`src/quant_weight_bitplane_packer_assert.svh`:
```
// ----------------------------------------------------------------------------
// quant_weight_bitplane_packer assertion macros
// Concurrent checks clocked on clk, disabled while rst is high.
// ----------------------------------------------------------------------------
`ifndef QUANT_WEIGHT_BITPLANE_PACKER_ASSERT_SVH
`define QUANT_WEIGHT_BITPLANE_PACKER_ASSERT_SVH

`ifndef ASSERT_OFF

// condition must hold at every edge
`define QWBP_ASSERT(label, cond, msg) \
  label: assert property (@(posedge clk) disable iff (rst) (cond)) else $error(msg);

// consequent must hold in the cycle after the antecedent
`define QWBP_ASSERT_NEXT(label, ante, cons, msg) \
  label: assert property (@(posedge clk) disable iff (rst) (ante) |=> (cons)) \
    else $error(msg);

`else

`define QWBP_ASSERT(label, cond, msg)
`define QWBP_ASSERT_NEXT(label, ante, cons, msg)

`endif

`endif

```
`src/qwbp_pkg.sv`:
```
// ----------------------------------------------------------------------------
// qwbp_pkg
// Constants and bit interleaving functions of the weight bit plane packer.
// ----------------------------------------------------------------------------
package qwbp_pkg;

  localparam int GROUP_SIZE = 32;
  localparam int COUNT_W    = $clog2(GROUP_SIZE);

  localparam logic [COUNT_W-1:0] LAST_ELEMENT = COUNT_W'(GROUP_SIZE - 1);

  // bit width thresholds that enable the planes
  localparam logic [3:0] BW_RESET  = 4'd4;
  localparam logic [3:0] BW_PLANE1 = 4'd3;
  localparam logic [3:0] BW_PLANE2 = 4'd4;
  localparam logic [3:0] BW_PLANE3 = 4'd6;
  localparam logic [3:0] BW_PLANE4 = 4'd8;

  // 2-bit group k of the low half goes to 4k, of the high half to 4k+2
  function automatic logic [31:0] pack_pairs(input logic [31:0] w);
    logic [31:0] r;
    r = '0;
    for (int k = 0; k < 8; k++) begin
      r[4*k +: 2]     = w[2*k +: 2];
      r[4*k + 2 +: 2] = w[16 + 2*k +: 2];
    end
    return r;
  endfunction

  // bit m of byte q goes to 4m+3-q
  function automatic logic [31:0] pack_bits(input logic [31:0] w);
    logic [31:0] r;
    r = '0;
    for (int q = 0; q < 4; q++) begin
      for (int m = 0; m < 8; m++) begin
        r[4*m + 3 - q] = w[8*q + m];
      end
    end
    return r;
  endfunction

endpackage

```
`src/quant_weight_bitplane_packer.sv`:
```
// ----------------------------------------------------------------------------
// quant_weight_bitplane_packer
// Packs groups of 32 quantized weight bytes into interleaved bit planes.
// ----------------------------------------------------------------------------
// Throughput: one weight byte per cycle unless the 32nd byte stalls; one result
// of eight words per 32 bytes, valid in the cycle after the 32nd byte is taken.
// Bytes 1 to 31 of a group are taken even while a result waits; only the
// 32nd byte stalls until the result register is free.
// Reset clears the element count, accumulators and out_valid; bit_width is 4.
`include "quant_weight_bitplane_packer_assert.svh"

module quant_weight_bitplane_packer
  import qwbp_pkg::*;
(
  input  logic        clk,
  input  logic        rst,
  // configuration
  input  logic        cfg_valid,
  output logic        cfg_ready,
  input  logic [3:0]  cfg_data,
  // weight byte stream
  input  logic        in_valid,
  output logic        in_stall,
  input  logic [7:0]  weight_byte,
  // packed planes
  output logic        out_valid,
  input  logic        out_stall,
  output logic [31:0] plane0_low,
  output logic [31:0] plane0_high,
  output logic [31:0] plane1_word,
  output logic [31:0] plane2_word,
  output logic [31:0] plane3_low,
  output logic [31:0] plane3_high,
  output logic [31:0] plane4_low,
  output logic [31:0] plane4_high
);

  logic [3:0]         bit_width;
  logic [COUNT_W-1:0] element_count;
  logic [63:0]        acc_plane0, acc_plane0_next;
  logic [31:0]        acc_plane1, acc_plane1_next;
  logic [31:0]        acc_plane2, acc_plane2_next;
  logic [63:0]        acc_plane3, acc_plane3_next;
  logic [63:0]        acc_plane4, acc_plane4_next;

  logic in_accept;
  logic group_done;
  logic en_plane1, en_plane2, en_plane3, en_plane4;

  assign cfg_ready = 1'b1;

  assign en_plane1 = (bit_width >= BW_PLANE1);
  assign en_plane2 = (bit_width >= BW_PLANE2);
  assign en_plane3 = (bit_width >= BW_PLANE3);
  assign en_plane4 = (bit_width >= BW_PLANE4);

  // only the closing byte of a group needs the result register
  assign in_stall   = out_valid && out_stall && (element_count == LAST_ELEMENT);
  assign in_accept  = in_valid && !in_stall;
  assign group_done = in_accept && (element_count == LAST_ELEMENT);

  // positions not yet written are still zero, so a plain write equals an or
  always_comb begin
    acc_plane0_next = acc_plane0;
    acc_plane1_next = acc_plane1;
    acc_plane2_next = acc_plane2;
    acc_plane3_next = acc_plane3;
    acc_plane4_next = acc_plane4;
    acc_plane0_next[{element_count, 1'b0} +: 2] = weight_byte[1:0];
    acc_plane1_next[element_count]              = weight_byte[2];
    acc_plane2_next[element_count]              = weight_byte[3] & en_plane2;
    acc_plane3_next[{element_count, 1'b0} +: 2] = weight_byte[5:4] & {2{en_plane3}};
    acc_plane4_next[{element_count, 1'b0} +: 2] = weight_byte[7:6] & {2{en_plane4}};
  end

  always_ff @(posedge clk) begin
    if (rst) begin
      bit_width <= BW_RESET;
    end else if (cfg_valid && cfg_ready) begin
      bit_width <= cfg_data;
    end
  end

  always_ff @(posedge clk) begin
    if (rst) begin
      element_count <= '0;
      acc_plane0    <= '0;
      acc_plane1    <= '0;
      acc_plane2    <= '0;
      acc_plane3    <= '0;
      acc_plane4    <= '0;
    end else if (group_done) begin
      element_count <= '0;
      acc_plane0    <= '0;
      acc_plane1    <= '0;
      acc_plane2    <= '0;
      acc_plane3    <= '0;
      acc_plane4    <= '0;
    end else if (in_accept) begin
      element_count <= element_count + 1'b1;
      acc_plane0    <= acc_plane0_next;
      acc_plane1    <= acc_plane1_next;
      acc_plane2    <= acc_plane2_next;
      acc_plane3    <= acc_plane3_next;
      acc_plane4    <= acc_plane4_next;
    end
  end

  always_ff @(posedge clk) begin
    if (rst) begin
      out_valid <= 1'b0;
    end else if (group_done) begin
      out_valid <= 1'b1;
    end else if (!out_stall) begin
      out_valid <= 1'b0;
    end
  end

  always_ff @(posedge clk) begin
    if (group_done) begin
      plane0_low  <= pack_pairs(acc_plane0_next[31:0]);
      plane0_high <= pack_pairs(acc_plane0_next[63:32]);
      plane1_word <= en_plane1 ? pack_bits(acc_plane1_next) : '0;
      plane2_word <= en_plane2 ? pack_bits(acc_plane2_next) : '0;
      plane3_low  <= en_plane3 ? pack_pairs(acc_plane3_next[31:0]) : '0;
      plane3_high <= en_plane3 ? pack_pairs(acc_plane3_next[63:32]) : '0;
      plane4_low  <= en_plane4 ? pack_pairs(acc_plane4_next[31:0]) : '0;
      plane4_high <= en_plane4 ? pack_pairs(acc_plane4_next[63:32]) : '0;
    end
  end

  `QWBP_ASSERT(a_stall_only_on_full, !in_stall || (out_valid && element_count == LAST_ELEMENT), "input stalled without a pending result on the closing byte")
  `QWBP_ASSERT_NEXT(a_result_after_group, group_done, out_valid, "no result after the closing byte")
  `QWBP_ASSERT_NEXT(a_clear_after_group, group_done, element_count == '0 && acc_plane0 == '0 && acc_plane4 == '0, "group state not cleared after result")
  `QWBP_ASSERT_NEXT(a_count_advance, in_accept && !group_done, element_count == $past(element_count) + 1'b1, "element count did not advance")

endmodule
```
`config.mk`:
```
export PLATFORM = sky130hd
export DESIGN_NAME = quant_weight_bitplane_packer
export DESIGN_NICKNAME = d
export VERILOG_FILES = /design/src/qwbp_pkg.sv /design/src/quant_weight_bitplane_packer.sv
export VERILOG_INCLUDE_DIRS = /design/src /design/src/src
export SDC_FILE = /design/constraint.sdc
export NUM_CORES = 1
export LEC_CHECK = 0
export CORE_ASPECT_RATIO = 1.4
export CORE_MARGIN = 1
export CORE_UTILIZATION = 65
export DETAILED_ROUTE_END_ITERATION = 16
export DONT_BUFFER_PORTS = 1
export PLACE_DENSITY_LB_ADDON = 0.2
export SYNTH_ARGS = -nofsm -noshare
export SYNTH_HDL_FRONTEND = slang
export SYNTH_SLANG_ARGS = --single-unit
```
`constraint.sdc`:
```
create_clock -name clk -period 58.3 [get_ports clk]
set_input_delay 11.66 -clock clk [delete_from_list [all_inputs] [get_ports clk]]
set_output_delay 11.66 -clock clk [all_outputs]
set_load 0.01 [all_outputs]
```
-- After elaboration in Yosys (flattened, before gate mapping)
Index checks and enable logic that the tools add are counted.
- bitwise logic cells: 3
- equal/unequal tests: 2
- shift-type cells: 4
- mux-type cells: 9
- $lt $le $gt $ge: 6
- add/subtract/negate cells: 2
- reduce and logical (&&, ||, !) cells: 7
- operator list (operator ; number):
    $bwmux W64 ; 3
    $shiftx A2 B8 Y64 ; 3
    $bwmux W32 ; 2
    $shift A2 B8 Y64 const A ; 1
    $ge A4 B3 Y1 const B ; 2
    $neg A6 Y8 ; 1
    $lt A5 B6 Y1 const B ; 1
    $add A5 B1 Y5 const B ; 1
    $demux W1 S5 ; 1
    $eq A5 B5 Y1 const B ; 1
    $ge A5 B1 Y1 const B ; 1
    $logic_and A1 B1 Y1 ; 5
    $and A2 B2 Y2 ; 2
    $ge A4 B2 Y1 const B ; 1
    $ge A4 B4 Y1 const B ; 1
    $mux W1 ; 3
    $ne A2 B1 Y1 const B ; 1
    $reduce_or A2 Y1 ; 1
    $and A1 B1 Y1 ; 1
    $logic_not A1 Y1 ; 1
- flip-flop bits (word level): 522
- output and inout port bits: 259
- bits of input ports: 17
- word-level logic and storage cells: 49

-- Longest topological paths before layout
Gate-level depths: netlist of the first run.
- depth after elaboration: 6
- gate-level depth with buffers: 13

-- Worst setup path after synthesis of the first run
OpenSTA, ideal clock, no wires.
- kind: input port to flip-flop
- start point: in in_valid
- end point: reg acc_plane2[0]
- path slack: 32.016 ns
- arrival: 26.156 ns
- required time: 58.172 ns
- stages on the path: 7
- cells stage by stage: nand2_1 a21oi_1 or2_2 clkbuf_1 clkbuf_1 buf_1 nor2_1
- longest elaborated chain between the ends: 3
- ends and longest elaborated chain (element ; line ; source):
    from (decl) ; quant_weight_bitplane_packer.sv:22 ; input logic in_valid,
    $logic_and A1 B1 Y1 ; quant_weight_bitplane_packer.sv:59 ; assign in_accept = in_valid && !in_stall;
    $logic_and A1 B1 Y1 ; quant_weight_bitplane_packer.sv:60 ; assign group_done = in_accept && (element_count == LAST_ELEMENT);
    via group_done ; quant_weight_bitplane_packer.sv:47 ; logic group_done;
    $reduce_or A2 Y1 (no source line) ; - ;
    to (signal assigned) ; quant_weight_bitplane_packer.sv:103 ; acc_plane2 <= acc_plane2_next;
    to (decl) ; quant_weight_bitplane_packer.sv:42 ; logic [31:0] acc_plane2, acc_plane2_next;
The timed path passes the listed nets, and every way through them passes these cells.
A chain may end at the register's enable or synchronous reset.

-- Worst setup path after layout of the first run
- start point: in out_stall
- end point: out in_stall
- longest elaborated chain between the ends: 2
- ends and longest elaborated chain (element ; line ; source):
    from (decl) ; quant_weight_bitplane_packer.sv:27 ; input logic out_stall,
    $logic_and A1 B1 Y1 (2 in series) ; quant_weight_bitplane_packer.sv:58 ; assign in_stall = out_valid && out_stall && (element_count == LAST_ELEMENT);
    to (decl) ; quant_weight_bitplane_packer.sv:23 ; output logic in_stall,
Every way passes these cells.

==> results.py, run 1 <==
metrics = {
    "floorplanning": {
        "row_count": 80,
        "die_h_microns": 222,
        "dieArea_sq_um": 35300,
        "initial_core_util_pct": 65.9,
        "die_w_microns": 159,
        "core-area_sq_um": 34000,
        "ios": 276,
    },
    "layout": {
        "utilization_pct": 70.6,
        "layout-drive-gt1-share_pct": 9.98,
        "final_cells": 2585,
        "fill_cells": 2487,
        "areaGrowthSynthToFinish_pct": 7.08,
        "diodes": 0,
        "final_nets": 2121,
    },
    "worst_hold_path": {
        "hold_class": "register to register",
        "hold_end": "acc_plane1[18]$_SDFFE_PP0P_",
        "holdCritStartpoint": "acc_plane1[18]$_SDFFE_PP0P_",
        "hold_depth": 2,
    },
    "synth": {
        "synth_compound_area_share_pct": 7.91,
        "yosys.cell_count.top_type": "nand2_1",
        "synth_ff_type": "dfxtp_1",
        "synth_common_cells": "nand2_1, dfxtp_1, edfxtp_1",
        "synth_top_family_by_area": "simple AND/OR/NAND/NOR gates",
        "yosys.area_share.simple_pct": 17.4,
        "synth_area_per_cell_sq_um": 10.2,
        "synth_top_cell_area_share_pct": 34.3,
        "ys_async_sr_fraction_pct": 0,
        "yosysWarningCount": 0,
        "synth_top_area_cell": "edfxtp_1",
        "ys_seq_area_share_pct": 58.0,
        "synth_seq_cells": 522,
        "syn-num-nets": 2214,
        "yosys.area_share.adder_pct": 0.390,
        "syn_area_sq_um": 22400,
        "synth_xor_area_share_pct": 0.262,
        "synthCells": 2190,
        "synth_edf_count": 256,
        "ys_top_cells_by_area": "edfxtp_1, dfxtp_1, mux2i_1",
        "muxShareOfSynthArea_pct": 13.0,
        "synthDistinctLibCells": 56,
    },
    "worst_setup_path": {
        "r2r_start": "element_count[0]$_SDFFE_PP0P_",
        "cp.arrival_ns": 12.33,
        "crit-reg2reg-capture": "acc_plane4[51]$_SDFFE_PP0P_",
        "critPathBufInv": 1,
        "crit_fanout": 12,
        "cp_slowest_cell": "nand3_1",
        "endpoint_kind": "output port",
        "reg2regPathDepth": 6,
        "crit_path_cell_trace": "nand3_1 -> inv_1",
        "critPathLaunch": "out_stall",
        "cp_top_family": "simple AND/OR/NAND/NOR gates",
        "crit_type": "input port to output port",
        "worstSetupStartpointType": "input port",
        "slowest_delay_ns": 0.40,
        "ff2ff_setup_slack_ns": 53.64,
        "worstPathRequired_ns": 46.64,
    },
    "grt": {
        "grt_max_degree": 181,
        "grt_pass1_wl_microns": 86800,
        "track_usage_pct": 31.8,
        "grt_pass1_vias": 15200,
        "antenna_found_initial": 0,
        "gr-total-overflow": 0,
    },
    "sta": {
        "worst_hold_slack_ns": 0.456,
        "fmax_mhz": 41.7,
        "finalSetupTns_ns": 0,
        "relSlewSlack_pct": 20.8,
        "skew_ns": 0.0119,
        "hold_viol_final": 0,
        "setup_viol": 0,
        "period_share_pct": 41.1,
        "slew_viol_final": 0,
        "min_period_ns": 23.99,
        "rsz0062_at_grt": "false",
        "worstMarginPinSlew_ns": 1.18,
    },
    "routing": {
        "wl_microns": 57300,
        "drt_pass1_iterations": 5,
        "first_iter_violations": 1419,
        "vias": 16100,
        "wl_per_cell_microns": 22.2,
        "remaining_drc_errors": 0,
        "via_per_inst": 6.24,
        "ant_nets": 0,
    },
    "cts": {
        "cts.sinks": 522,
        "ctsResizeCount": 0,
        "cts.path.max_buffers": 3,
        "cts_buffers": 47,
        "postCtsSetupBuffers": 0,
        "path_clk_slew_ns": 0.06,
        "cts_tree": "done",
        "ctsHoldBuffers": 0,
        "cts_max_level": 2,
        "clock_latency_ns": 0.57,
        "clock-root-buffer": "clkbuf_16",
    },
    "pwr": {
        "powerDensity_nw_per_um2": 29.8,
        "power.leakage_nw": 8.56,
        "p_total_mw": 0.717,
        "ir_drop_mv": 0.0212,
    },
    "job": {
        "cap_violations": 0,
    },
    "place": {
        "place_congestion": 0.871,
        "placedCellCount": 2499,
        "port_buffers": 0,
        "dp_hpwl_microns": 37300,
    },
    "outcome": {
        "status": "finished clean",
    },
}
[final cells by class]
cell class | instances | area, sq um | share of cell area (%)
inverter | 4 | 15.0 | 0.0625
clock inverter | 14 | 105 | 0.438
sequential | 522 | 13000 | 54.2
multi-input combinational | 1503 | 8800 | 36.6
timing repair buffer | 19 | 155 | 0.646
tap | 451 | 564 | 2.35
clock buffer | 72 | 1370 | 5.71
[worst max path at each step]
stage                                             to  slack (ns)  cells after the start
after floorplan           acc_plane2[0]$_SDFFE_PP0P_       32.02                      7
after global placement                      in_stall       34.39                      2
after detailed placement                    in_stall       34.37                      2
after CTS                                   in_stall       34.36                      2
after global routing                        in_stall       34.25                      2
final                                       in_stall       34.31                      2
[cells in the final DEF (no fill, tap or decap), drive strengths merged, types with 2 or more instances in the layout]
cell type,count
nand2,362
dfxtp,266
edfxtp,256
nor2,224
mux2i,222
o21ai,212
nand3,160
a21oi,91
clkbuf,72
mux2,62
nor2b,25
nor3,24
or2,23
buf,19
nand2b,13
and3,12
nand4,12
a31oi,10
clkinv,10
a21boi,7
ha,7
and2,7
or3,4
inv,4
nor3b,3
clkinvlp,3
xor2,3
o21a,2
or4,2
xnor2,2
[tightest hold or removal path, stage by stage (launching register included)]
cell and delay, ns:
dfxtp_1 0.31, nand2_1 0.05, a21oi_1 0.05
[power breakdown]
group	leakage [nW]	total, mW	internal (mW)	switching (mW)
sequential	4.68	0.383	0.382	0.00120
clock	0.712	0.300	0.167	0.133
combinational	3.17	0.0342	0.00754	0.0267
total	8.56	0.717	0.557	0.160
[state kept, by name, indices dropped and copies added, names as in the netlist]
register       count
acc_plane0        64
acc_plane3        64
acc_plane4        64
acc_plane1        32
acc_plane2        32
plane0_high       32
plane0_low        32
plane1_word       32
plane2_word       32
plane3_high       32
plane3_low        32
plane4_high       32
plane4_low        32
element_count      5
bit_width          4
out_valid          1
[metal layers]
| layer | up-vias | share of wire [%] | track usage (%) |
|---|---|---|---|
| li1 | 7443 | - | - |
| met1 | 7755 | 37 | 38.6 |
| met3 | 160 | 7.4 | 5.07 |
| met2 | 760 | 50 | 54.9 |
| met5 | - | 0 | 0 |
| met4 | 0 | 5.1 | 15.8 |
[metrics by stage]
step           setup slack (ns)  instance area [sq um]
6_report                  34.31                  24000
5_1_grt                   34.25                  24000
4_1_cts                   34.36                  24000
3_5_place_dp              34.37                  22500
3_3_place_gp              34.39                  22500
2_1_floorplan             32.02                  22400
[kinds of logic (layout without fill, tap and decap cells)]
kind of cell | count (synthesis) | count (layout)
xor gates and xnor gates | 5 | 5
and+or+nand+nor | 876 | 876
other | 1 | 1
muxes | 284 | 284
AOI/OAI and AO/OA | 330 | 330
DFF | 522 | 522
adders and majority gates | 7 | 7
buffers and inverters | 165 | 109
Power figures use the tool's default switching activity.
==> inputs of run 2 (changes only) <==
--- a/config.mk
+++ b/config.mk
@@ -8,7 +8,7 @@
 export LEC_CHECK = 0
 export CORE_ASPECT_RATIO = 1.4
 export CORE_MARGIN = 1
-export CORE_UTILIZATION = 65
+export CORE_UTILIZATION = 64
 export DETAILED_ROUTE_END_ITERATION = 16
 export DONT_BUFFER_PORTS = 1
 export PLACE_DENSITY_LB_ADDON = 0.2
==> constraint.sdc (replaced) <==
create_clock -name clk -period 22.2 [get_ports clk]
set_input_delay 4.44 -clock clk [delete_from_list [all_inputs] [get_ports clk]]
set_output_delay 4.44 -clock clk [all_outputs]
set_load 0.01 [all_outputs]
==> results.py, run 2 (synthesis gave the netlist of run 1 again) <==
metrics = {
    "worst_setup_path": {
        "cp.arrival_ns": 5.07,
        "worstPathRequired_ns": 17.76,
        "endpoint_kind": "output port",
        "cp_slowest_cell": "nand3_1",
        "crit_path_cell_trace": "nand3_1 -> inv_1",
        "critPathBufInv": 1,
        "slowest_delay_ns": 0.37,
        "critPathLaunch": "out_stall",
        "r2r_start": "element_count[0]$_SDFFE_PP0P_",
        "crit_type": "input port to output port",
        "worstSetupStartpointType": "input port",
        "crit_fanout": 12,
        "cp_top_family": "simple AND/OR/NAND/NOR gates",
    },
    "routing": {
        "ant_nets": 0,
        "vias": 16300,
        "wl_microns": 57900,
        "via_per_inst": 6.30,
        "remaining_drc_errors": 0,
        "drt_pass1_iterations": 8,
        "wl_per_cell_microns": 22.4,
        "first_iter_violations": 1674,
    },
    "sta": {
        "fmax_mhz": 105,
        "rsz0062_at_grt": "false",
        "hold_viol_final": 0,
        "period_share_pct": 42.8,
        "min_period_ns": 9.51,
        "skew_ns": 0.0174,
        "slew_viol_final": 0,
        "setup_viol": 0,
        "relSlewSlack_pct": 22.5,
        "finalSetupTns_ns": 0,
        "worstMarginPinSlew_ns": 1.13,
    },
    "layout": {
        "final_nets": 2123,
        "register_area_sq_um": 13000,
        "layout-drive-gt1-share_pct": 10.3,
        "areaGrowthSynthToFinish_pct": 7.70,
        "final_cells": 2588,
        "diodes": 0,
        "final_cell_mix": "nand2_1, dfxtp_1, edfxtp_1, mux2i_1, nor2_1",
        "layout_commonest_cell": "nand2_1",
        "fill_cells": 2407,
        "utilization_pct": 70.4,
        "top_regs": "acc_plane0: 64 flops, acc_plane3: 64 flops, acc_plane4: 64 flops",
        "multi_input_area_sq_um": 8800,
    },
    "floorplanning": {
        "core-area_sq_um": 34300,
        "dieArea_sq_um": 35800,
        "die_w_microns": 160,
        "initial_core_util_pct": 65.3,
        "ios": 276,
        "die_h_microns": 224,
        "row_count": 80,
    },
    "grt": {
        "antenna_found_initial": 0,
        "track_usage_pct": 31.9,
        "gr-total-overflow": 0,
        "grt_pass1_wl_microns": 88000,
        "grt_max_degree": 186,
        "grt_pass1_vias": 15500,
    },
    "cts": {
        "postCtsSetupBuffers": 0,
        "cts.sinks": 522,
        "cts_tree": "done",
        "cts.path.max_buffers": 3,
        "cts_buffers": 47,
        "cts_max_level": 2,
        "ctsResizeCount": 0,
        "clock-root-buffer": "clkbuf_16",
        "clock_latency_ns": 0.57,
        "ctsHoldBuffers": 0,
        "path_clk_slew_ns": 0.06,
    },
    "pwr": {
        "combinationalPowerShare_pct": 4.7,
        "seqPwrFrac_pct": 51.8,
        "swShare_pct": 21.9,
        "p_clk_share_pct": 43.5,
        "ir_drop_mv": 0.0654,
        "powerDensity_nw_per_um2": 80.4,
        "switching_power_mw": 0.425,
        "power.leakage_nw": 8.64,
        "p_int_mw": 1.52,
    },
    "worst_hold_path": {
        "hold_class": "register to register",
        "holdCritStartpoint": "acc_plane0[17]$_SDFFE_PP0P_",
    },
    "place": {
        "placedCellCount": 2501,
        "port_buffers": 0,
        "place_congestion": 0.872,
        "dp_hpwl_microns": 37600,
    },
    "job": {
        "cap_violations": 0,
    },
    "outcome": {
        "status": "finished clean",
    },
}
==> run 2: cell count changes in the layout (fill, tap and decap cells not counted) <==
cell,change
a2111oi_1,-1
a2111oi_2,+1
buf_4,+2
bufinv_16,+6
clkbuf_1,-5
clkbuf_16,+1
clkbuf_8,-6
clkinv_1,+2
clkinv_2,+5
clkinv_4,-1
clkinvlp_4,-1
==> run 2: final cells by class <==
class	instances	share of cell area (%)
Clock buffer	62	5.36
Clock inverter	25	1.25
Inverter	4	0.0621
Multi-Input combinational cell	1503	36.4
Sequential cell	522	53.9
Tap cell	451	2.34
Timing Repair Buffer	21	0.704
==> run 2: worst paths after layout <==
kind         slack [ns]  cells past startpoint                          end
max               12.69                      2                     in_stall
min                0.46                      2  acc_plane0[17]$_SDFFE_PP0P_
max reg2reg       17.41                     11  acc_plane3[33]$_SDFFE_PP0P_
min reg2reg        0.46                      2  acc_plane0[17]$_SDFFE_PP0P_
==> run 2: routing by layer <==
metal | vias to the layer above | global-route usage [%] | wire length (microns)
met1 | 7882 | 38.3 | 21400
met4 | 0 | 16.6 | 2920
met2 | 817 | 54.6 | 28800
met5 | - | 0 | 0
li1 | 7457 | - | -
met3 | 160 | 5.67 | 4670
==> run 2: per-stage QoR <==
step           total power [mW]  setup slack (ns)  instance area (sq um)  hold WS, ns
2_1_floorplan              1.09              3.14                  22400        0.432
3_3_place_gp               1.11             12.74                  22600        0.438
3_5_place_dp               1.12             12.70                  22600        0.446
4_1_cts                    1.94             12.70                  24200        0.457
5_1_grt                    1.99             12.59                  24200        0.472
6_report                   1.94             12.69                  24200        0.455
==> run 2: power by group through the flow <==
stage / clock network, mW / registers (mW) / logic [mW]
after floorplan: 0 / 1.03 / 0.0682
after detailed placement: 0 / 1.03 / 0.0874
after global routing: 0.887 / 1.01 / 0.0946
after CTS: 0.848 / 1.01 / 0.0881
after global placement: 0 / 1.03 / 0.0865
final: 0.845 / 1.01 / 0.0904
